`src/hdl/pi_speed_regulator_antiwindup_unit_macros.svh`:
```
`ifndef PI_SPEED_REGULATOR_ANTIWINDUP_UNIT_MACROS_SVH
`define PI_SPEED_REGULATOR_ANTIWINDUP_UNIT_MACROS_SVH

// Checks a condition at every clock edge outside reset.
`define PISR_ASSERT(label, cond, msg) \
   label: assert property (@(posedge clock) disable iff (reset) (cond)) else $error(msg);

// Checks that a condition in one cycle is followed by another in the next cycle.
`define PISR_ASSERT_NEXT(label, pre, post, msg) \
   label: assert property (@(posedge clock) disable iff (reset) (pre) |=> (post)) \
      else $error(msg);

`endif

```
`src/hdl/pisreg_pkg.sv`:
```
`timescale 1ns / 1ps

package pisreg_pkg;

   localparam int MUL_W = 24;
   localparam int CNT_W = 5;
   localparam int DECAY_SHIFT = 16;
   localparam logic [MUL_W-1:0] DECAY_LIMITED = 24'd58982;
   localparam logic [MUL_W-1:0] DECAY_SMALL = 24'd62259;

   localparam logic [23:0] KP_RESET = 24'd65536;
   localparam logic [23:0] KI_RESET = 24'd655;
   localparam logic [30:0] OUT_LIMIT_RESET = 31'd6553600;
   localparam logic [30:0] IN_LIMIT_RESET = 31'd6553600;

   typedef enum logic [1:0] {
      CSR_KP,
      CSR_KI,
      CSR_OUT_LIMIT,
      CSR_IN_LIMIT
   } csr_index_type;

   typedef enum logic [3:0] {
      ST_IDLE,
      ST_LOAD,
      ST_MUL_KP,
      ST_DRIVE,
      ST_MUL_KI,
      ST_ADD_KI,
      ST_MUL_DECAY,
      ST_CLAMP,
      ST_DONE
   } state_type;

endpackage

```
`src/hdl/pi_speed_regulator_antiwindup_unit.sv`:
```
`timescale 1ns / 1ps
// PI speed regulator with anti-windup, signed fixed point with FRAC_BITS fraction bits.
// The request channel carries one transaction per item: req_tuser set means a new speed
// goal, clear means a speed measurement; req_tdata holds the value. A goal transaction is
// clamped to the input limit, stored, and produces no response. A measurement produces one
// response transaction carrying the saturated drive. All products go through one shift-add
// multiplier that consumes one multiplier bit per cycle. A measurement needs two products,
// or three when the error is small and the drive did not saturate. The block is ready for
// the next request in the cycle in which the response becomes valid. The response sits in
// an output register, so a request can be accepted while an earlier response is still
// waiting; if the receiver stalls, a finished measurement waits in its last step until the
// output register is free. Configuration writes on the csr port are taken at once; writing
// a gain clears the integral. Synchronous reset restores the register defaults, clears the
// goal and the integral, and drops any pending response.

module pi_speed_regulator_antiwindup_unit
   import pisreg_pkg::*;
#(
   parameter int FRAC_BITS = 16
) (
   input  logic        clock,
   input  logic        reset,
   input  logic        req_tvalid,
   output logic        req_tready,
   input  logic [31:0] req_tdata,   // value
   input  logic        req_tuser,   // cmd
   output logic        rsp_tvalid,
   input  logic        rsp_tready,
   output logic [31:0] rsp_tdata,   // drive
   input  logic        csr_we,
   input  logic [1:0]  csr_addr,
   input  logic [30:0] csr_wdata
);

   `include "pi_speed_regulator_antiwindup_unit_macros.svh"

   localparam int OP_W = (59 - FRAC_BITS > 33) ? 59 - FRAC_BITS : 33;
   localparam int PROD_W = OP_W + MUL_W;
   localparam logic [32:0] SMALL_ERROR = 33'(((64'd1 << FRAC_BITS) + 64'd5) / 64'd10);

   state_type state_ff, state_in;
   logic [23:0] kp_ff, kp_in;
   logic [23:0] ki_ff, ki_in;
   logic [30:0] out_limit_ff, out_limit_in;
   logic [30:0] in_limit_ff, in_limit_in;
   logic signed [31:0] goal_ff, goal_in;
   logic signed [31:0] integ_ff, integ_in;
   logic rsp_valid_ff, rsp_valid_in;
   logic [31:0] rsp_data_ff, rsp_data_in;

   logic cmd_ff, cmd_in;
   logic signed [31:0] value_ff, value_in;
   logic [OP_W-1:0] mcand_ff, mcand_in;
   logic [MUL_W-1:0] mplier_ff, mplier_in;
   logic [OP_W-1:0] acc_ff, acc_in;
   logic [MUL_W-1:0] low_ff, low_in;
   logic [CNT_W-1:0] cnt_ff, cnt_in;
   logic err_neg_ff, err_neg_in;
   logic op_neg_ff, op_neg_in;
   logic small_ff, small_in;
   logic dec_ff, dec_in;
   logic [32:0] err_mag_ff, err_mag_in;
   logic signed [OP_W:0] wide_ff, wide_in;
   logic [31:0] drive_ff, drive_in;

   logic [OP_W:0] step_sum;
   logic [PROD_W-1:0] prod;
   logic [OP_W-1:0] prod_f;
   logic [OP_W-1:0] prod_d;
   logic signed [OP_W:0] prod_f_s;
   logic signed [OP_W:0] prod_d_s;
   logic signed [32:0] err_w;
   logic signed [32:0] integ_w;
   logic signed [31:0] in_lim_s;
   logic signed [OP_W+1:0] drive_w;
   logic signed [OP_W+1:0] out_lim_d;
   logic signed [OP_W:0] out_lim_c;
   logic signed [OP_W:0] ki_sum;
   logic signed [OP_W:0] ki_sum_mag;
   logic signed [OP_W:0] clamp_src;
   logic slot_free;

   assign req_tready = (state_ff == ST_IDLE);
   assign rsp_tvalid = rsp_valid_ff;
   assign rsp_tdata = rsp_data_ff;
   assign slot_free = !rsp_valid_ff || rsp_tready;

   always_comb begin
      step_sum = {1'b0, acc_ff} + (mplier_ff[0] ? {1'b0, mcand_ff} : {(OP_W + 1){1'b0}});
      prod = {acc_ff, low_ff};
      prod_f = OP_W'(prod >> FRAC_BITS);
      prod_d = OP_W'(prod >> DECAY_SHIFT);
      prod_f_s = err_neg_ff ? -$signed({1'b0, prod_f}) : $signed({1'b0, prod_f});
      prod_d_s = op_neg_ff ? -$signed({1'b0, prod_d}) : $signed({1'b0, prod_d});
      err_w = $signed({goal_ff[31], goal_ff}) - $signed({value_ff[31], value_ff});
      integ_w = $signed({integ_ff[31], integ_ff});
      in_lim_s = $signed({1'b0, in_limit_ff});
      drive_w = $signed({prod_f_s[OP_W], prod_f_s})
         + $signed({{(OP_W - 30){integ_ff[31]}}, integ_ff});
      out_lim_d = $signed({{(OP_W - 29){1'b0}}, out_limit_ff});
      out_lim_c = $signed({{(OP_W - 30){1'b0}}, out_limit_ff});
      ki_sum = prod_f_s + $signed({{(OP_W - 31){integ_ff[31]}}, integ_ff});
      ki_sum_mag = ki_sum[OP_W] ? -ki_sum : ki_sum;
      clamp_src = dec_ff ? prod_d_s : wide_ff;
   end

   always_comb begin
      state_in = state_ff;
      kp_in = kp_ff;
      ki_in = ki_ff;
      out_limit_in = out_limit_ff;
      in_limit_in = in_limit_ff;
      goal_in = goal_ff;
      integ_in = integ_ff;
      rsp_valid_in = rsp_valid_ff && !rsp_tready;
      rsp_data_in = rsp_data_ff;
      cmd_in = cmd_ff;
      value_in = value_ff;
      mcand_in = mcand_ff;
      mplier_in = mplier_ff;
      acc_in = acc_ff;
      low_in = low_ff;
      cnt_in = cnt_ff;
      err_neg_in = err_neg_ff;
      op_neg_in = op_neg_ff;
      small_in = small_ff;
      dec_in = dec_ff;
      err_mag_in = err_mag_ff;
      wide_in = wide_ff;
      drive_in = drive_ff;

      case (state_ff)
         ST_IDLE: begin
            if (req_tvalid) begin
               cmd_in = req_tuser;
               value_in = $signed(req_tdata);
               state_in = ST_LOAD;
            end
         end
         ST_LOAD: begin
            if (cmd_ff) begin
               if (value_ff > in_lim_s) begin
                  goal_in = in_lim_s;
               end else if (value_ff < -in_lim_s) begin
                  goal_in = -in_lim_s;
               end else begin
                  goal_in = value_ff;
               end
               if (goal_in == 32'sd0) begin
                  integ_in = 32'sd0;
               end
               state_in = ST_IDLE;
            end else begin
               err_neg_in = err_w[32];
               err_mag_in = err_w[32] ? 33'(-err_w) : 33'(err_w);
               small_in = (err_mag_in < SMALL_ERROR);
               mcand_in = OP_W'(err_mag_in);
               mplier_in = MUL_W'(kp_ff);
               acc_in = '0;
               cnt_in = '0;
               state_in = ST_MUL_KP;
            end
         end
         ST_MUL_KP, ST_MUL_KI, ST_MUL_DECAY: begin
            acc_in = step_sum[OP_W:1];
            low_in = {step_sum[0], low_ff[MUL_W-1:1]};
            mplier_in = mplier_ff >> 1;
            cnt_in = cnt_ff + CNT_W'(1);
            if (cnt_ff == CNT_W'(MUL_W - 1)) begin
               case (state_ff)
                  ST_MUL_KP: state_in = ST_DRIVE;
                  ST_MUL_KI: state_in = ST_ADD_KI;
                  default: state_in = ST_CLAMP;
               endcase
            end
         end
         ST_DRIVE: begin
            acc_in = '0;
            cnt_in = '0;
            if (drive_w > out_lim_d || drive_w < -out_lim_d) begin
               drive_in = (drive_w > out_lim_d) ? 32'(out_lim_d) : 32'(-out_lim_d);
               op_neg_in = integ_ff[31];
               mcand_in = OP_W'(integ_ff[31] ? 33'(-integ_w) : 33'(integ_w));
               mplier_in = DECAY_LIMITED;
               dec_in = 1'b1;
               state_in = ST_MUL_DECAY;
            end else begin
               drive_in = 32'(drive_w);
               mcand_in = OP_W'(err_mag_ff);
               mplier_in = MUL_W'(ki_ff);
               state_in = ST_MUL_KI;
            end
         end
         ST_ADD_KI: begin
            wide_in = ki_sum;
            acc_in = '0;
            cnt_in = '0;
            if (small_ff) begin
               op_neg_in = ki_sum[OP_W];
               mcand_in = OP_W'(ki_sum_mag);
               mplier_in = DECAY_SMALL;
               dec_in = 1'b1;
               state_in = ST_MUL_DECAY;
            end else begin
               dec_in = 1'b0;
               state_in = ST_CLAMP;
            end
         end
         ST_CLAMP: begin
            if (clamp_src > out_lim_c) begin
               integ_in = 32'(out_lim_c);
            end else if (clamp_src < -out_lim_c) begin
               integ_in = 32'(-out_lim_c);
            end else begin
               integ_in = 32'(clamp_src);
            end
            state_in = ST_DONE;
         end
         ST_DONE: begin
            if (slot_free) begin
               rsp_valid_in = 1'b1;
               rsp_data_in = drive_ff;
               state_in = ST_IDLE;
            end
         end
         default: state_in = ST_IDLE;
      endcase

      if (csr_we) begin
         case (csr_addr)
            CSR_KP: begin
               kp_in = csr_wdata[23:0];
               integ_in = 32'sd0;
            end
            CSR_KI: begin
               ki_in = csr_wdata[23:0];
               integ_in = 32'sd0;
            end
            CSR_OUT_LIMIT: out_limit_in = csr_wdata;
            CSR_IN_LIMIT: in_limit_in = csr_wdata;
            default: ;
         endcase
      end
   end

   always_ff @(posedge clock) begin
      if (reset) begin
         state_ff <= ST_IDLE;
         kp_ff <= KP_RESET;
         ki_ff <= KI_RESET;
         out_limit_ff <= OUT_LIMIT_RESET;
         in_limit_ff <= IN_LIMIT_RESET;
         goal_ff <= 32'sd0;
         integ_ff <= 32'sd0;
         rsp_valid_ff <= 1'b0;
      end else begin
         state_ff <= state_in;
         kp_ff <= kp_in;
         ki_ff <= ki_in;
         out_limit_ff <= out_limit_in;
         in_limit_ff <= in_limit_in;
         goal_ff <= goal_in;
         integ_ff <= integ_in;
         rsp_valid_ff <= rsp_valid_in;
      end
   end

   always_ff @(posedge clock) begin
      rsp_data_ff <= rsp_data_in;
      cmd_ff <= cmd_in;
      value_ff <= value_in;
      mcand_ff <= mcand_in;
      mplier_ff <= mplier_in;
      acc_ff <= acc_in;
      low_ff <= low_in;
      cnt_ff <= cnt_in;
      err_neg_ff <= err_neg_in;
      op_neg_ff <= op_neg_in;
      small_ff <= small_in;
      dec_ff <= dec_in;
      err_mag_ff <= err_mag_in;
      wide_ff <= wide_in;
      drive_ff <= drive_in;
   end

   `PISR_ASSERT_NEXT(a_done_loads_rsp, state_ff == ST_DONE && slot_free,
      rsp_valid_ff && rsp_data_ff == $past(drive_ff) && state_ff == ST_IDLE,
      "finished measurement did not reach the response register")
   `PISR_ASSERT(a_mul_count, !(state_ff == ST_MUL_KP || state_ff == ST_MUL_KI
      || state_ff == ST_MUL_DECAY) || cnt_ff < CNT_W'(MUL_W),
      "multiplier step count ran past the multiplier width")
   `PISR_ASSERT_NEXT(a_integ_clamped, state_ff == ST_CLAMP,
      integ_ff <= $signed({1'b0, out_limit_ff}) && integ_ff >= -$signed({1'b0, out_limit_ff}),
      "integral left outside the output limit")
   `PISR_ASSERT_NEXT(a_goal_clamped, state_ff == ST_LOAD && cmd_ff,
      goal_ff <= $signed({1'b0, in_limit_ff}) && goal_ff >= -$signed({1'b0, in_limit_ff}),
      "speed goal stored outside the input limit")

endmodule
```
`config.mk`:
```
export PLATFORM = sky130hd
export DESIGN_NAME = pi_speed_regulator_antiwindup_unit
export DESIGN_NICKNAME = d
export VERILOG_FILES = /design/src/hdl/pisreg_pkg.sv /design/src/hdl/pi_speed_regulator_antiwindup_unit.sv
export VERILOG_INCLUDE_DIRS = /design/src /design/src/hdl
export SDC_FILE = /design/constraint.sdc
export NUM_CORES = 2
export LEC_CHECK = 0
export BUFFER_PORTS_ARGS = -buffer_cell sky130_fd_sc_hd__buf_4
export CAP_MARGIN = 20
export CORE_ASPECT_RATIO = 1.1
export CORE_MARGIN = 2
export CORE_UTILIZATION = 45
export DETAILED_ROUTE_END_ITERATION = 12
export PLACE_DENSITY = 0.72
export SETUP_SLACK_MARGIN = 0.15
export SYNTH_ARGS = -nofsm -noshare
export SYNTH_HDL_FRONTEND = slang
export SYNTH_SLANG_ARGS = --single-unit
```
`constraint.sdc`:
```
create_clock -name clock -period 9.2 [get_ports clock]
set_input_delay 0 -clock clock [delete_from_list [all_inputs] [get_ports clock]]
set_output_delay 0 -clock clock [all_outputs]
set_load 0.005 [all_outputs]
```
==> results by group <==
Worst setup path
  • RR Endpoint: mcand_ff[30]
  • Crit-path max cell delay: 0.59 ns
  • Worst Reg2Reg Path Length in Cells: 31
  • Worst Setup End Kind: flop
  • WP data arrival: 9.07 ns
  • Data required time of the worst path: 9.57 ns
  • Most frequent cell on the critical path: ha_1
  • Setup crit start kind: flop
  • Setup crit start: low_ff[17]
  • Worst setup path class: flop to flop
  • FF-to-FF setup slack: 0.50 ns
  • Reg2reg start: low_ff[17]
  • CP max-delay cell: or4_1
  • Worst Setup EP: mcand_ff[30]
  • Worst-path fanout max: 7

Route
  • Vias: 35600
  • Final Routed Wirelength: 131000 um
  • TritonRoute pass-1 iters: 6
  • Vias per cell: 6.21
  • DRT antenna net count: 0
  • 1st-iter DRT viols: 3581
  • Drt drc: 0
  • Routed wire per std cell: 22.8 um

Clock network
  • Clk Latency, worst-skew pair: 0.67 ns
  • CTS root buf: clkbuf_16
  • CTS Buf Count: 52
  • Reg clk slew, reported paths: 0.06 ns
  • Clock sink count: 480
  • CTS tree: yes
  • CTS Buffer Depth: 3
  • H-tree depth: 2

Floorplan
  • Die area: 86800 sq um
  • Std cell rows: 111
  • Die X: 281 um
  • Ports: 105
  • Initial core utilization: 0.456
  • Die H: 309 um
  • Core area: 83500 sq um

Global routing
  • Gr usage total: 0.294
  • Initial antenna violation count: 2
  • Number of global-route vias before repair: 33100
  • Global route overflow: 0
  • Largest net degree at the start of global routing: 108
  • First-pass GRT wire length: 197000 um

Timing
  • Final hold vios: 0
  • FMAX: 0.115 GHz
  • Clock skew: 0.0570 ns
  • Period utilization: 0.945
  • RSZ-0062 raised after global routing: false
  • Final setup violation count: 0
  • Slew headroom: 0.251
  • Slew Viols, Final: 0
  • Fin Setup TNS: 0 ns
  • Period minus WS final: 8.70 ns
  • Worst slew pin tran: 1.10 ns

Cells and area
  • Nets: 4969
  • Layout cells sized above 1: 0.0846
  • Area grow syn2layout: 12.3%
  • Fillers: 7745

Synthesis
  • Yosys cell types: 104
  • Mapped Area: 38000 sq um
  • Commonest cells post-synth: nand2_1 (522), a21oi_1 (391), ha_1 (341), nor2_1 (323), edfxtp_1 (301)
  • Post-synth net total: 4881
  • Post-synthesis async set-or-reset flop share: 0
  • Number of synthesized register bits: 480
  • Mapped Cells: 4466
  • Mapped Avg Cell Area: 8.51 sq um
  • Sequential area share after synthesis: 0.332
  • Most frequent cell after synthesis: nand2_1
  • Ys Warns: 0
  • Post-synth EDFFs: 301
  • Post-synth top area cell: edfxtp_1
  • Area share of the largest cell type after synthesis: 0.238
  • Prevailing post-synth register cell: edfxtp_1
  • Top cells by area, synth: edfxtp_1 (24%), ha_1 (11%), dfxtp_1 (9.4%), nand2_1 (5.2%), a21oi_1 (5.1%)

Place
  • Final HPWL DP: 99900 um
  • Port buffer count: 104
  • Routability cong.: 1.02

Outcome
  • Status: finished, final reports clean

Hold path
  • Hold Crit Class: primary input to flop

Power and ir drop
  • Total power: 12700 uW
  • Leakage: 0.0170 uW
  • PD cells: 298 nW/um^2
  • Max IR drop VDD: 0.183 mV

Job
  • Max-cap viol count: 0
metrics by stage:
step / hold WS [ns] / instance area, sq um / cells / util / setup slack [ns]
4_1_cts: 0.0321 / 42500 / 5716 / 0.509 / 0.168
2_1_floorplan: 0.0989 / 38000 / 4466 / - / 1.08
3_5_place_dp: 0.179 / 40100 / 5548 / 0.480 / 0.243
5_1_grt: 0.0655 / 42700 / 5728 / 0.512 / 0.156
6_report: 0.0596 / 42700 / 5729 / 0.512 / 0.504
3_3_place_gp: 0.178 / 40000 / 5546 / 0.479 / 0.493
how the worst min path moves through the flow:
stage	from	end	slack, ns	cells past startpoint
after floorplan	req_tuser	cmd_ff	0.1	0
after global placement	req_tdata[29]	value_ff[29]	0.18	1
after detailed placement	req_tdata[6]	value_ff[6]	0.18	1
after CTS	csr_we	in_limit_ff[28]	0.03	5
after global routing	req_tdata[1]	value_ff[1]	0.07	2
final	req_tdata[1]	value_ff[1]	0.06	2
power by group:
group	switching (uW)	internal [uW]
Combinational	4510	2630
Sequential	421	3000
Clock	940	1220
Total	5870	6840
flip-flops by register name (all words and copies together), names as in the netlist, 5 cells and up:
name	count
acc_ff	43
rsp_tdata	32
in_limit_ff	31
mcand_ff	43
drive_ff	32
mplier_ff	24
cnt_ff	5
wide_ff	44
goal_ff	32
out_limit_ff	31
value_ff	32
err_mag_ff	33
ki_ff	24
low_ff	8
integ_ff	32
kp_ff	24
metal layers:
metal	global-route usage	share of wire	vias to the layer above
met4	0.193	0.073	0
met5	0	0	-
met3	0.0399	0.071	417
li1	-	-	16600
met2	0.488	0.47	1654
met1	0.356	0.39	16900
timing repair:
action                                 4_1_cts  5_1_grt
setup endpoints to repair                    0       91
hold buffers                                70        2
endpoints found under the hold margin      180       28
buffers inserted                             0        7
gates resized for setup                      0       21
cell families after synthesis:
logic type,Yosys count,share of synthesized area
AO/OA/AOI/OAI,1276,0.218
multiplexers,84,0.0234
buffers and inverters,443,0.0452
AND/OR/NAND/NOR,1515,0.192
XOR/XNOR,324,0.0748
adder cells (fa/ha/maj),344,0.114
flip-flops,480,0.332
worst max-delay path: cells and delay by family, from the launching register on:
family,cells,cell delay (ns)
adders and majority gates,3,0.67
and+or+nand+nor,14,4.09
muxes,2,0.65
AOI/OAI and AO/OA,8,1.98
xor gates and xnor gates,1,0.12
DFF,1,0.42
buffers and inverters,3,0.48
placed cells by master (no fill, tap or decap), types with 73 or more instances in the layout:
master    count
a21o_1      115
a21oi_1     390
and2_1       75
buf_4       189
dfxtp_1     179
edfxtp_1    301
ha_1        341
inv_1       202
nand2_1     522
nand3_1     114
nand4_1      73
nor2_1      318
nor3_1      103
o21ai_0     252
xnor2_1     214
xor2_1      105
layout make-up:
class / count / area [sq um] / share of cell area
diodes: 1 / 2.50 / 0.0000586
clock buffers: 73 / 1440 / 0.0338
clock inverters: 25 / 295 / 0.00691
inverters: 207 / 777 / 0.0182
multi-input cells: 3543 / 23900 / 0.559
flip-flops and latches: 480 / 12600 / 0.295
well taps: 1130 / 1410 / 0.0331
repair buffers: 270 / 2290 / 0.0536
(Power assumes the default switching activity.)
